$ cat src/srf_pkg.sv
// srf_pkg: shared sizes, action and status codes, and the scan token and
// broadcast types of the searchable ring FIFO.
// No dependencies.
package srf_pkg;

   localparam int DEPTH  = 16;
   localparam int IDX_W  = $clog2(DEPTH);
   localparam int CNT_W  = $clog2(DEPTH + 1);
   localparam int WORD_W = 32;
   localparam int ACT_W  = 3;
   localparam int STAT_W = 2;

   localparam logic [ACT_W-1:0] ACT_ENQUEUE = 3'd0;
   localparam logic [ACT_W-1:0] ACT_DEQUEUE = 3'd1;
   localparam logic [ACT_W-1:0] ACT_PEEK    = 3'd2;
   localparam logic [ACT_W-1:0] ACT_CLEAR   = 3'd3;
   localparam logic [ACT_W-1:0] ACT_SEARCH  = 3'd4;

   localparam logic [STAT_W-1:0] STAT_OK        = 2'd0;
   localparam logic [STAT_W-1:0] STAT_FULL      = 2'd1;
   localparam logic [STAT_W-1:0] STAT_EMPTY     = 2'd2;
   localparam logic [STAT_W-1:0] STAT_NOT_FOUND = 2'd3;

   // Search token passed cell to cell: best match seen so far.
   typedef struct packed {
      logic             valid;
      logic             hit;
      logic [IDX_W-1:0] pos;
      logic [IDX_W-1:0] slot;
   } token_type;

   // Queue state and key broadcast to every cell during a scan.
   typedef struct packed {
      logic [IDX_W-1:0]         head;
      logic [CNT_W-1:0]         cap;
      logic [CNT_W-1:0]         fill;
      logic signed [WORD_W-1:0] key;
   } scan_ctl_type;

endpackage

$ cat src/srf_cell.sv
// srf_cell: one storage slot of the ring FIFO with its own key comparator.
// Depends on srf_pkg.
module srf_cell (
   input  logic                              clock,
   input  logic                              reset,
   input  logic [srf_pkg::IDX_W-1:0]         cell_idx,
   input  logic                              wr_en,
   input  logic signed [srf_pkg::WORD_W-1:0] wr_data,
   input  srf_pkg::scan_ctl_type             scan_ctl,
   input  srf_pkg::token_type                tok_in,
   output srf_pkg::token_type                tok_out,
   output logic signed [srf_pkg::WORD_W-1:0] word_out
);
   import srf_pkg::*;

   logic signed [WORD_W-1:0] word_ff;
   token_type                tok_ff;
   token_type                tok_in_next;
   logic [CNT_W-1:0]         idx_ext;
   logic [CNT_W-1:0]         head_ext;
   logic [CNT_W-1:0]         pos_wide;
   logic [IDX_W-1:0]         pos;
   logic                     held;
   logic                     own_hit;
   logic                     take;

   // distance of this slot from head, wrapping at the active capacity
   always_comb begin
      idx_ext  = CNT_W'(cell_idx);
      head_ext = CNT_W'(scan_ctl.head);
      if (idx_ext >= head_ext) begin
         pos_wide = idx_ext - head_ext;
      end else begin
         pos_wide = idx_ext + scan_ctl.cap - head_ext;
      end
      pos     = pos_wide[IDX_W-1:0];
      held    = (idx_ext < scan_ctl.cap) && (pos_wide < scan_ctl.fill);
      own_hit = tok_in.valid && held && (word_ff == scan_ctl.key);
      take    = own_hit && (!tok_in.hit || (pos < tok_in.pos));

      tok_in_next       = tok_in;
      tok_in_next.hit   = tok_in.hit || own_hit;
      if (take) begin
         tok_in_next.pos  = pos;
         tok_in_next.slot = cell_idx;
      end
   end

   always_ff @(posedge clock) begin
      if (wr_en) begin
         word_ff <= wr_data;
      end
      if (reset) begin
         tok_ff <= '0;
      end else begin
         tok_ff <= tok_in_next;
      end
   end

   assign tok_out  = tok_ff;
   assign word_out = word_ff;

endmodule

$ cat src/searchable_ring_fifo.sv
// searchable_ring_fifo: top level, control, result register and the row
// of slot cells. Depends on srf_pkg and srf_cell.
//
// Usage
//   Request channel: drive req_action and req_value and raise start; the
//   item is taken at a rising edge where start is high and busy is low.
//   Actions: enqueue, dequeue, peek, clear, search. Codes 5..7 change
//   nothing and answer ok with count and flags.
//   Response channel: each item yields exactly one result, shown on the
//   rsp_ ports for one cycle with rsp_strobe high. The receiver cannot
//   stall; it must take the result in that cycle.
//   Config: csr_wen with csr_wdata writes the capacity (0 acts as 1,
//   above DEPTH acts as DEPTH) and empties the queue. Write only while
//   busy is low and no result is pending.
// Timing
//   Enqueue, dequeue, peek, clear and unused codes: result in the cycle
//   after acceptance; busy stays low, so one such item per clock.
//   Search: a token walks the row of DEPTH cells, one cell per clock,
//   each cell folding in its own comparison. busy is high until the
//   result appears, so no other item is taken while a search runs.
// Reset
//   Synchronous, active high: head, tail and fill go to zero, capacity
//   to DEPTH, no result pending. Stored words are not cleared; a slot is
//   only read once it holds an entry.
module searchable_ring_fifo (
   input  logic                              clock,
   input  logic                              reset,
   input  logic                              start,
   output logic                              busy,
   input  logic [srf_pkg::ACT_W-1:0]         req_action,
   input  logic signed [srf_pkg::WORD_W-1:0] req_value,
   output logic                              rsp_strobe,
   output logic [srf_pkg::STAT_W-1:0]        rsp_status,
   output logic signed [srf_pkg::WORD_W-1:0] rsp_data_out,
   output logic [srf_pkg::IDX_W-1:0]         rsp_found_slot,
   output logic [srf_pkg::IDX_W-1:0]         rsp_found_position,
   output logic [srf_pkg::CNT_W-1:0]         rsp_count,
   output logic                              rsp_is_empty,
   output logic                              rsp_is_full,
   input  logic                              csr_wen,
   input  logic [srf_pkg::CNT_W-1:0]         csr_wdata
);
   import srf_pkg::*;

   typedef enum logic {
      S_IDLE,
      S_SCAN
   } state_type;

   // control state
   state_type        state_ff, state_in;
   logic [CNT_W-1:0] cap_ff, cap_in;
   logic [IDX_W-1:0] head_ff, head_in;
   logic [IDX_W-1:0] tail_ff, tail_in;
   logic [CNT_W-1:0] fill_ff, fill_in;
   logic             inj_ff, inj_in;
   logic signed [WORD_W-1:0] key_ff, key_in;

   // registered result
   logic                     strobe_ff, strobe_in;
   logic [STAT_W-1:0]        status_ff, status_in;
   logic signed [WORD_W-1:0] data_ff, data_in;
   logic [IDX_W-1:0]         slot_ff, slot_in;
   logic [IDX_W-1:0]         pos_ff, pos_in;
   logic [CNT_W-1:0]         count_ff, count_in;
   logic                     empty_ff, empty_in;
   logic                     full_ff, full_in;

   logic [CNT_W-1:0]         cap_eff;
   logic                     accept;
   logic                     enq_ok;
   logic signed [WORD_W-1:0] head_word;
   logic [DEPTH:0]           tok_valids;

   token_type                tok [DEPTH+1];
   logic signed [WORD_W-1:0] words [DEPTH];
   scan_ctl_type             scan_ctl;

   function automatic logic [IDX_W-1:0] next_slot(input logic [IDX_W-1:0] p,
                                                  input logic [CNT_W-1:0] cap);
      logic [CNT_W-1:0] p1;
      p1 = CNT_W'(p) + CNT_W'(1);
      return (p1 >= cap) ? '0 : p1[IDX_W-1:0];
   endfunction

   // capacity clamp: zero behaves as one, oversize as DEPTH
   always_comb begin
      if (cap_ff == '0) begin
         cap_eff = CNT_W'(1);
      end else if (cap_ff > CNT_W'(DEPTH)) begin
         cap_eff = CNT_W'(DEPTH);
      end else begin
         cap_eff = cap_ff;
      end
   end

   assign busy      = (state_ff != S_IDLE);
   assign accept    = start && !busy;
   assign enq_ok    = accept && (req_action == ACT_ENQUEUE) && (fill_ff < cap_eff);
   assign head_word = words[head_ff];

   // key holds still for the whole scan; head and fill do too unless csr_wen is raised mid-scan
   assign scan_ctl.head = head_ff;
   assign scan_ctl.cap  = cap_eff;
   assign scan_ctl.fill = fill_ff;
   assign scan_ctl.key  = key_ff;

   // token enters the first cell the cycle after a search is taken
   assign tok[0].valid = inj_ff;
   assign tok[0].hit   = 1'b0;
   assign tok[0].pos   = '0;
   assign tok[0].slot  = '0;

   for (genvar g = 0; g < DEPTH; g++) begin : g_cell
      srf_cell u_cell (
         .clock    (clock),
         .reset    (reset),
         .cell_idx (IDX_W'(g)),
         .wr_en    (enq_ok && (tail_ff == IDX_W'(g))),
         .wr_data  (req_value),
         .scan_ctl (scan_ctl),
         .tok_in   (tok[g]),
         .tok_out  (tok[g+1]),
         .word_out (words[g])
      );
   end

   always_comb begin
      for (int k = 0; k <= DEPTH; k++) begin
         tok_valids[k] = tok[k].valid;
      end
   end

   always_comb begin
      state_in  = state_ff;
      cap_in    = cap_ff;
      head_in   = head_ff;
      tail_in   = tail_ff;
      fill_in   = fill_ff;
      inj_in    = 1'b0;
      key_in    = key_ff;
      strobe_in = 1'b0;
      status_in = STAT_OK;
      data_in   = '0;
      slot_in   = '0;
      pos_in    = '0;
      count_in  = count_ff;
      empty_in  = empty_ff;
      full_in   = full_ff;

      if (csr_wen) begin
         // new capacity empties the queue
         cap_in  = csr_wdata;
         head_in = '0;
         tail_in = '0;
         fill_in = '0;
      end else if (accept) begin
         strobe_in = 1'b1;
         case (req_action)
            ACT_ENQUEUE: begin
               if (fill_ff >= cap_eff) begin
                  status_in = STAT_FULL;
               end else begin
                  tail_in = next_slot(tail_ff, cap_eff);
                  fill_in = fill_ff + CNT_W'(1);
               end
            end
            ACT_DEQUEUE: begin
               if (fill_ff == '0) begin
                  status_in = STAT_EMPTY;
               end else begin
                  data_in = head_word;
                  head_in = next_slot(head_ff, cap_eff);
                  fill_in = fill_ff - CNT_W'(1);
               end
            end
            ACT_PEEK: begin
               if (fill_ff == '0) begin
                  status_in = STAT_EMPTY;
               end else begin
                  data_in = head_word;
               end
            end
            ACT_CLEAR: begin
               head_in = '0;
               tail_in = '0;
               fill_in = '0;
            end
            ACT_SEARCH: begin
               strobe_in = 1'b0;
               key_in    = req_value;
               inj_in    = 1'b1;
               state_in  = S_SCAN;
            end
            default: begin
            end
         endcase
         count_in = fill_in;
         empty_in = (fill_in == '0);
         full_in  = (fill_in == cap_eff);
      end else if ((state_ff == S_SCAN) && tok[DEPTH].valid) begin
         // token left the last cell: report the earliest match
         strobe_in = 1'b1;
         state_in  = S_IDLE;
         if (tok[DEPTH].hit) begin
            slot_in = tok[DEPTH].slot;
            pos_in  = tok[DEPTH].pos;
         end else begin
            status_in = STAT_NOT_FOUND;
         end
         count_in = fill_ff;
         empty_in = (fill_ff == '0);
         full_in  = (fill_ff == cap_eff);
      end
   end

   always_ff @(posedge clock) begin
      if (reset) begin
         state_ff  <= S_IDLE;
         cap_ff    <= CNT_W'(DEPTH);
         head_ff   <= '0;
         tail_ff   <= '0;
         fill_ff   <= '0;
         inj_ff    <= 1'b0;
         strobe_ff <= 1'b0;
      end else begin
         state_ff  <= state_in;
         cap_ff    <= cap_in;
         head_ff   <= head_in;
         tail_ff   <= tail_in;
         fill_ff   <= fill_in;
         inj_ff    <= inj_in;
         strobe_ff <= strobe_in;
      end
      key_ff    <= key_in;
      status_ff <= status_in;
      data_ff   <= data_in;
      slot_ff   <= slot_in;
      pos_ff    <= pos_in;
      count_ff  <= count_in;
      empty_ff  <= empty_in;
      full_ff   <= full_in;
   end

   assign rsp_strobe         = strobe_ff;
   assign rsp_status         = status_ff;
   assign rsp_data_out       = data_ff;
   assign rsp_found_slot     = slot_ff;
   assign rsp_found_position = pos_ff;
   assign rsp_count          = count_ff;
   assign rsp_is_empty       = empty_ff;
   assign rsp_is_full        = full_ff;

   // fill never runs past the active capacity
   a_fill_bound: assert property (@(posedge clock) disable iff (reset)
      fill_ff <= cap_eff)
      else $error("fill above capacity");

   // at most one search token anywhere in the row
   a_one_token: assert property (@(posedge clock) disable iff (reset)
      $onehot0(tok_valids))
      else $error("more than one search token in flight");

   // a token reaching the end of the row belongs to a running scan
   a_token_in_scan: assert property (@(posedge clock) disable iff (reset)
      tok[DEPTH].valid |-> (state_ff == S_SCAN))
      else $error("stray search token");

   // no result is shown while a scan is still running
   a_no_rsp_in_scan: assert property (@(posedge clock) disable iff (reset)
      (state_ff == S_SCAN) |-> !strobe_ff)
      else $error("result during scan");

endmodule

$ cat config.mk
export PLATFORM = sky130hd
export DESIGN_NAME = searchable_ring_fifo
export DESIGN_NICKNAME = d
export VERILOG_FILES = /design/src/srf_pkg.sv /design/src/srf_cell.sv /design/src/searchable_ring_fifo.sv
export SDC_FILE = /design/constraint.sdc
export NUM_CORES = 2
export LEC_CHECK = 0
export BUFFER_PORTS_ARGS = -buffer_cell sky130_fd_sc_hd__buf_2
export CAP_MARGIN = 20
export CORE_ASPECT_RATIO = 1.4
export CORE_MARGIN = 2
export CORE_UTILIZATION = 65
export CTS_CLUSTER_SIZE = 10
export DETAILED_ROUTE_END_ITERATION = 10
export PLACE_DENSITY = 0.82
export SLEW_MARGIN = 40
export SYNTH_ARGS = -nofsm -noshare
export SYNTH_HDL_FRONTEND = slang
export SYNTH_HIERARCHICAL = 1
export SYNTH_SLANG_ARGS = --single-unit
$ cat constraint.sdc
create_clock -name clock -period 10.1 [get_ports clock]
set_clock_uncertainty 0.05 [all_clocks]
set_input_delay 1.01 -clock clock [delete_from_list [all_inputs] [get_ports clock]]
set_output_delay 1.01 -clock clock [all_outputs]
set_load 0.02 [all_outputs]
* Word level (Yosys, flattened, before mapping) *
Cells that the tools add are included.

word-level totals
  register bits = 774
  input port bits = 44
  output and inout port bits = 51
  logic and storage cells = 504

operators by class
  add/subtract/negate cells = 51
  $lt $le $gt $ge = 69
  equality and inequality tests = 40
  mux-type cells = 66
  bitwise operators = 7
  reductions and logical operators = 162

operator list
  operator             count
  $eq 32x32->1         16
  $bmux 32 s4          1
  $mux 5               24
  $mux 8               15
  $lt 5x5->1           17
  $logic_and 1x1->1    83
  $sub 5x4->5          16
  $mux 32              2
  $lt 4x4->1           15
  $add 4x5->5 const A  8
  $lt 4x5->1 const A   8
  $sub 4x4->5 const A  8
  $reduce_or 2->1      17
  $eq 4x4->1 const B   8
  $ge 4x4->1 const A   8
  $logic_or 1x1->1     30
  $add 3x5->5 const A  4
  $lt 3x5->1 const A   4
  $sub 3x4->5 const A  4
  $eq 4x3->1 const B   4
  $ge 3x4->1 const A   4
  $logic_not 1->1      16
  $mux 4               4
  $pmux 4 s2           2
  other kinds (36)     77

* Depth between registers and ports, before layout *
  depth after elaboration = 12
  depth in mapped cells = 21

* Hierarchy *
The synthesis kept the hierarchy.

modules (own cells, without submodules)
  module                             times used  cells each  area an instance (µm²)  seq. area each (µm²)
  srf_cell at g_cell[1].u_cell ...   9           206         2453.6                  1161.1
  srf_cell at g_cell[11].u_cell ...  5           222         2538.7                  1161.1
  searchable_ring_fifo               1           582         8036.5                  2432.3
  srf_cell at g_cell[0].u_cell ...   2           203         2482.4                  1161.1

* Worst setup path before layout *
No wires, ideal clock.

  path type = flip-flop to flip-flop
  from = register cap_ff[1]
  to = register g_cell[1].u_cell.tok_ff (netlist bit g_cell[1].u_cell/tok_out[4])
  setup time = 121 ps
  arrival time = 5138 ps
  required time = 9929 ps
  slack = 4791 ps
  cell stages (with the launch flop) = 22
  path buffers = 1
  cell sequence = dfxtp_1 nor3_1 nor2_1 nor2_1 inv_1 ha_1 inv_1 ha_1 fa_1 a21o_1 a21oi_1 xnor2_1 nor2_1 a21oi_1 ha_1 nand3_1 nand4_1 or4_4 nor4b_4 and3_1 buf_6 mux2_4

between the ends
  word-level cells in the longest chain between the ends = 12
  elaborated cells between the ends (all ways) = 16

ends and longest elaborated chain
  element                         line                         text
  start, declared                 searchable_ring_fifo.sv:52   logic [CNT_W-1:0] cap_ff, cap_in;
  start signal, assigned          searchable_ring_fifo.sv:220  cap_ff <= CNT_W'(DEPTH);
  start signal, assigned          searchable_ring_fifo.sv:228  cap_ff <= cap_in;
  $gt 5x5->1                      searchable_ring_fifo.sv:90   end else if (cap_ff > CNT_W'(DEPTH)) begin
  $mux 5                          searchable_ring_fifo.sv:90
  $mux 5 (*)                      searchable_ring_fifo.sv:88   if (cap_ff == '0) begin
  via cap_eff[0]                  searchable_ring_fifo.sv:69   logic [CNT_W-1:0] cap_eff;
  $add 1x5->5                     srf_cell.sv:34               pos_wide = idx_ext + scan_ctl.cap - head_ext;
  $sub 5x4->5                     srf_cell.sv:34
  $mux 5                          srf_cell.sv:31               if (idx_ext >= head_ext) begin
  $lt 5x5->1                      srf_cell.sv:37               held = (idx_ext < scan_ctl.cap) && (pos_wide < scan_ctl.fill);
  $logic_and 1x1->1               srf_cell.sv:37
  $logic_and 1x1->1 (2 in a row)  srf_cell.sv:38               own_hit = tok_in.valid && held && (word_ff == scan_ctl.key);
  $logic_and 1x1->1               srf_cell.sv:39               take = own_hit && (!tok_in.hit || (pos < tok_in.pos));
  $mux 8 (*)                      srf_cell.sv:43               if (take) begin
  end signal, assigned            srf_cell.sv:56               tok_ff <= tok_in_next;
  end, declared                   srf_cell.sv:17               token_type tok_ff;

The timed path passes the listed nets; every way through them passes the cells marked *.
A chain may end at the register's enable or synchronous reset.

* Worst setup path after layout *
  from = register cap_ff[4]
  to = register g_cell[13].u_cell.tok_ff (netlist bit g_cell[13].u_cell/tok_out[5])

between the ends
  word-level cells in the longest chain between the ends = 12
  elaborated cells between the ends (all ways) = 16

ends and longest elaborated chain
  element                         line
  $gt 5x5->1                      searchable_ring_fifo.sv:90
  $mux 5                          searchable_ring_fifo.sv:90
  $mux 5 (*)                      searchable_ring_fifo.sv:88
  via cap_eff[3]                  searchable_ring_fifo.sv:69
  $add 4x5->5                     srf_cell.sv:34
  $sub 5x4->5                     srf_cell.sv:34
  $mux 5                          srf_cell.sv:31
  $lt 5x5->1                      srf_cell.sv:37
  $logic_and 1x1->1               srf_cell.sv:37
  $logic_and 1x1->1 (2 in a row)  srf_cell.sv:38
  $logic_and 1x1->1 (*)           srf_cell.sv:39
  $mux 8 (*)                      srf_cell.sv:43
  end signal, assigned            srf_cell.sv:56
  end, declared                   srf_cell.sv:17

Marked as above.

==> summary.txt <==
GRT
  – GRT overflow: 0
  – Largest net degree at the start of global routing: 97
  – Gr usage total: 0.368
  – Initial antenna violation count: 10
  – Busiest grt layer: met2
  – Vias in the first global route: ~35000
  – Met1 global-route usage: 0.428
  – First-pass GRT wire length: 207000 µm
  – Routing usage on met3: 0.0817
  – Routing usage on met2: 0.603

Floorplanning
  – Die span in y: about 320 µm
  – Core box area: 72800 µm²
  – Io pins: 95
  – DIE WIDTH: 233 µm
  – Initial core utilization: 0.657
  – Row Count: 117
  – Die footprint: ~76000 µm²

Pwr
  – VDD IR-drop max: 0.164 mV
  – Cell area power density: 137 nW/µm²
  – Pleak: 18.9 nW

Placed design
  – Dpl cells: 5249
  – GPL Wtd Cong: 0.978
  – Area after DPL: 50800 µm²
  – Port Buffers: 94
  – Final HPWL DP: 95900 µm
  – Dpl ws: 3.99 ns

Timing
  – Maximum clock frequency: 156 MHz
  – Slew Viols, Final: 0
  – RSZ-0062 raised after global routing: false
  – TNS Setup: 0 ns
  – Tmin final: 6.41 ns
  – Worst relative slew slack: 0.366
  – Finish-stage setup viols: 0
  – Worst setup margin: around 3.7 ns
  – Final Hold Viols: 0
  – Slew @ Worst Pin: around 0.94 ns
  – Period Utilization, post-route: 0.635

Critical path
  – Worst Setup EP: g_cell[13].u_cell/tok_out[5]
  – Critical path fanouts, max: 36
  – Crit-path slowest cell: nor4_1
  – Top delay family on crit path: simple AND/OR/NAND/NOR gates
  – Setup crit end kind: flop
  – CP Depth: 18
  – Critical Path AT: 6.94 ns
  – CP max stage delay: 0.77 ns
  – Critical Path Start: cap_ff[4]
  – Worst Path Buf+Inv: 5
  – Crit path top cell by count: inv_1
  – RR Startpoint: cap_ff[4]
  – Crit start category: flop
  – Worst r2r path cells: 18
  – Worst r2r dst: g_cell[13].u_cell/tok_out[5]
  – FF-to-FF setup slack: 3.69 ns
  – WP data required: 10.63 ns
  – Crit-path cells: buf_4, inv_1, nand2_1, clkinv_1, inv_1, fa_1, inv_1, ha_1, or4_1, nand4_1, or2_2, ha_1, nand3_1, nand4_1, nor4_1, o2111ai_2, a211oi_4, mux2i_1
  – Worst Path Class, Setup: flop to flop

Drt
  – Iter 0 DRT Violations: approximately 3500
  – First drt pass iteration count: 5
  – Via count: between 30000 and 40000
  – Routed Wire Length: 138000 µm
  – Wire per inst: 25.5 µm
  – Detailed-route vias per instance: 6.40
  – Antenna-violating nets left: 0
  – DRC errors left: 0

Logic synthesis
  – Yosys cell types: slightly below 90
  – FFs w/ async S/R, synth: 0
  – Sequential-to-total area share from yosys stat: 0.440
  – Ys Warns: 6
  – Ys flop type: edfxtp_1
  – Synth Register Bits: 774
  – Mapped Area: between 40000 and 50000 µm²
  – Syn_area_per_cell: between 10 and 15 µm²
  – Number of synthesized flops with an enable pin: 551
  – Post-Synthesis Cells: a little under 4000

Run
  – Max_cap viols: 0

Clock tree
  – CTS Buf Count: 90
  – CTS clk-pin slew, worst paths: 0.05 ns
  – Post-cts resize count: 0
  – Clock Latency Late Sink: between 0.6 and 0.7 ns
  – CTS root buf: clkbuf_16
  – Hold buffers post-CTS: 0
  – Clk sinks: slightly below 800
  – Setup Fix Bufs, Post-CTS: 0
  – CTS tree: done
  – Clk buf depth: 3
  – CTS HTree Levels: 3

Final layout
  – Ratio of cells with drive above 1 in the final layout: 0.149
  – Final instance area: approximately 54000 µm²
  – Commonest cells after routing, fill and taps aside: edfxtp_1 (551), xnor2_1 (437), inv_1 (398), ha_1 (326), conb_1 (287)
  – Final nets: about 4900
  – Commonest non-fill, non-tap cell in the layout: edfxtp_1
  – Area taken by multi-input logic gates: between 20000 and 30000 µm²
  – Final cell count without fillers: 5427
  – Filler cells: 4622
  – Synthesis-to-finish area growth: 12.5%
  – Register area: 21000 µm²

Worst hold path
  – Worst Hold Depth: 1
  – Hold Crit Class: flop to flop

Run status
  – Status: completed
cells in the mapped netlist (21+ instances only):
master    count  share of area
a21oi_1     125          0.013
ha_1        326          0.085
mux2_2       27         0.0064
clkbuf_1     38         0.0030
mux2i_1      92          0.019
nor2_1      156          0.012
edfxtp_1    551           0.35
mux4_2      160          0.075
nand4_1     134          0.018
xor2_1      164          0.030
dfxtp_1     223          0.093
nor3_1       21         0.0022
nand3_1      60         0.0063
o21ai_0      82         0.0086
fa_1         80          0.034
a21o_1       51         0.0080
xnor2_1     438          0.080
and3_1       47         0.0062
nand2_1     195          0.015
a311oi_1     36         0.0066
nand2b_1     33         0.0043
a31o_2       59          0.011
inv_1       402          0.032
nor2b_1      43         0.0056
nor4_1       46         0.0060
final cells by class:
cell class                      count  area share
Antenna cell                        6    0.000279
Clock buffer                      150      0.0480
Clock inverter                     11     0.00405
Inverter                          411      0.0287
Multi-Input combinational cell   2960       0.483
Sequential cell                   774       0.391
Tap cell                          952      0.0222
Timing Repair Buffer              163      0.0227
routing by layer:
layer | part of all wire | vias to the layer above
met4 | 0.079 | 8
met1 | 0.34 | 16859
met2 | 0.48 | 2244
met3 | 0.10 | 547
met5 | 0.00032 | -
li1 | - | 15079
cells by family after synthesis:
| logic type | share of synthesized area |
|---|---|
| AO/OA/AOI/OAI | 0.0822 |
| XOR/XNOR | 0.110 |
| adder cells (fa/ha/maj) | 0.119 |
| buffers and inverters | 0.0428 |
| flip-flops | 0.440 |
| multiplexers | 0.105 |
| other | 0.000157 |
| AND/OR/NAND/NOR | 0.101 |
per-stage QoR:
step / hold slack, ns / util / power [mW]
finish: 0.372 / 0.739 / 7.35
global route: 0.395 / 0.739 / 7.57
CTS: 0.373 / 0.737 / 7.34
detailed placement: 0.360 / 0.698 / 4.25
global placement: 0.361 / 0.693 / 4.23
floorplan: 0.356 / - / 4.04
flip-flops by register name, indices dropped and copies added (netlist names), 2 cells and up:
register	flops
key_ff	32
g_cell.u_cell/tok_out	160
rsp_found_slot	4
g_cell.u_cell/word_out	512
rsp_count	5
rsp_status	2
fill_ff	5
head_ff	4
tail_ff	4
rsp_data_out	32
cap_ff	5
rsp_found_position	4
power by group:
part | switching [mW] | leakage (nW) | internal (mW) | total [mW]
Combinational | 0.478 | 10.8 | 0.314 | 0.793
Sequential | 0.0147 | 6.76 | 3.41 | 3.42
Clock | 1.31 | 1.34 | 1.82 | 3.13
how the worst min path moves through the flow:
| stage | slack (ns) | to | from |
|---|---|---|---|
| 2_1_floorplan | 0.36 | rsp_found_position[0] | g_cell[15].u_cell/tok_out[4] |
| 3_3_place_gp | 0.36 | rsp_found_slot[1] | g_cell[15].u_cell/tok_out[1] |
| 3_5_place_dp | 0.36 | rsp_found_position[1] | g_cell[15].u_cell/tok_out[5] |
| 5_1_grt | 0.40 | rsp_found_position[2] | g_cell[15].u_cell/tok_out[6] |
| 4_1_cts | 0.37 | rsp_found_position[3] | g_cell[15].u_cell/tok_out[7] |
| 6_report | 0.37 | rsp_found_position[3] | g_cell[15].u_cell/tok_out[7] |
worst reg2reg max path, delay by kind of cell, from the launching register on:
kind | cells | cell delay [ns]
AND/OR/NAND/NOR | 7 | 2.04
buffers and inverters | 5 | 1.84
adder cells (fa/ha/maj) | 3 | 0.96
AO/OA/AOI/OAI | 2 | 0.90
flip-flops | 1 | 0.31
multiplexers | 1 | 0.25
(Power assumes the default switching activity.)
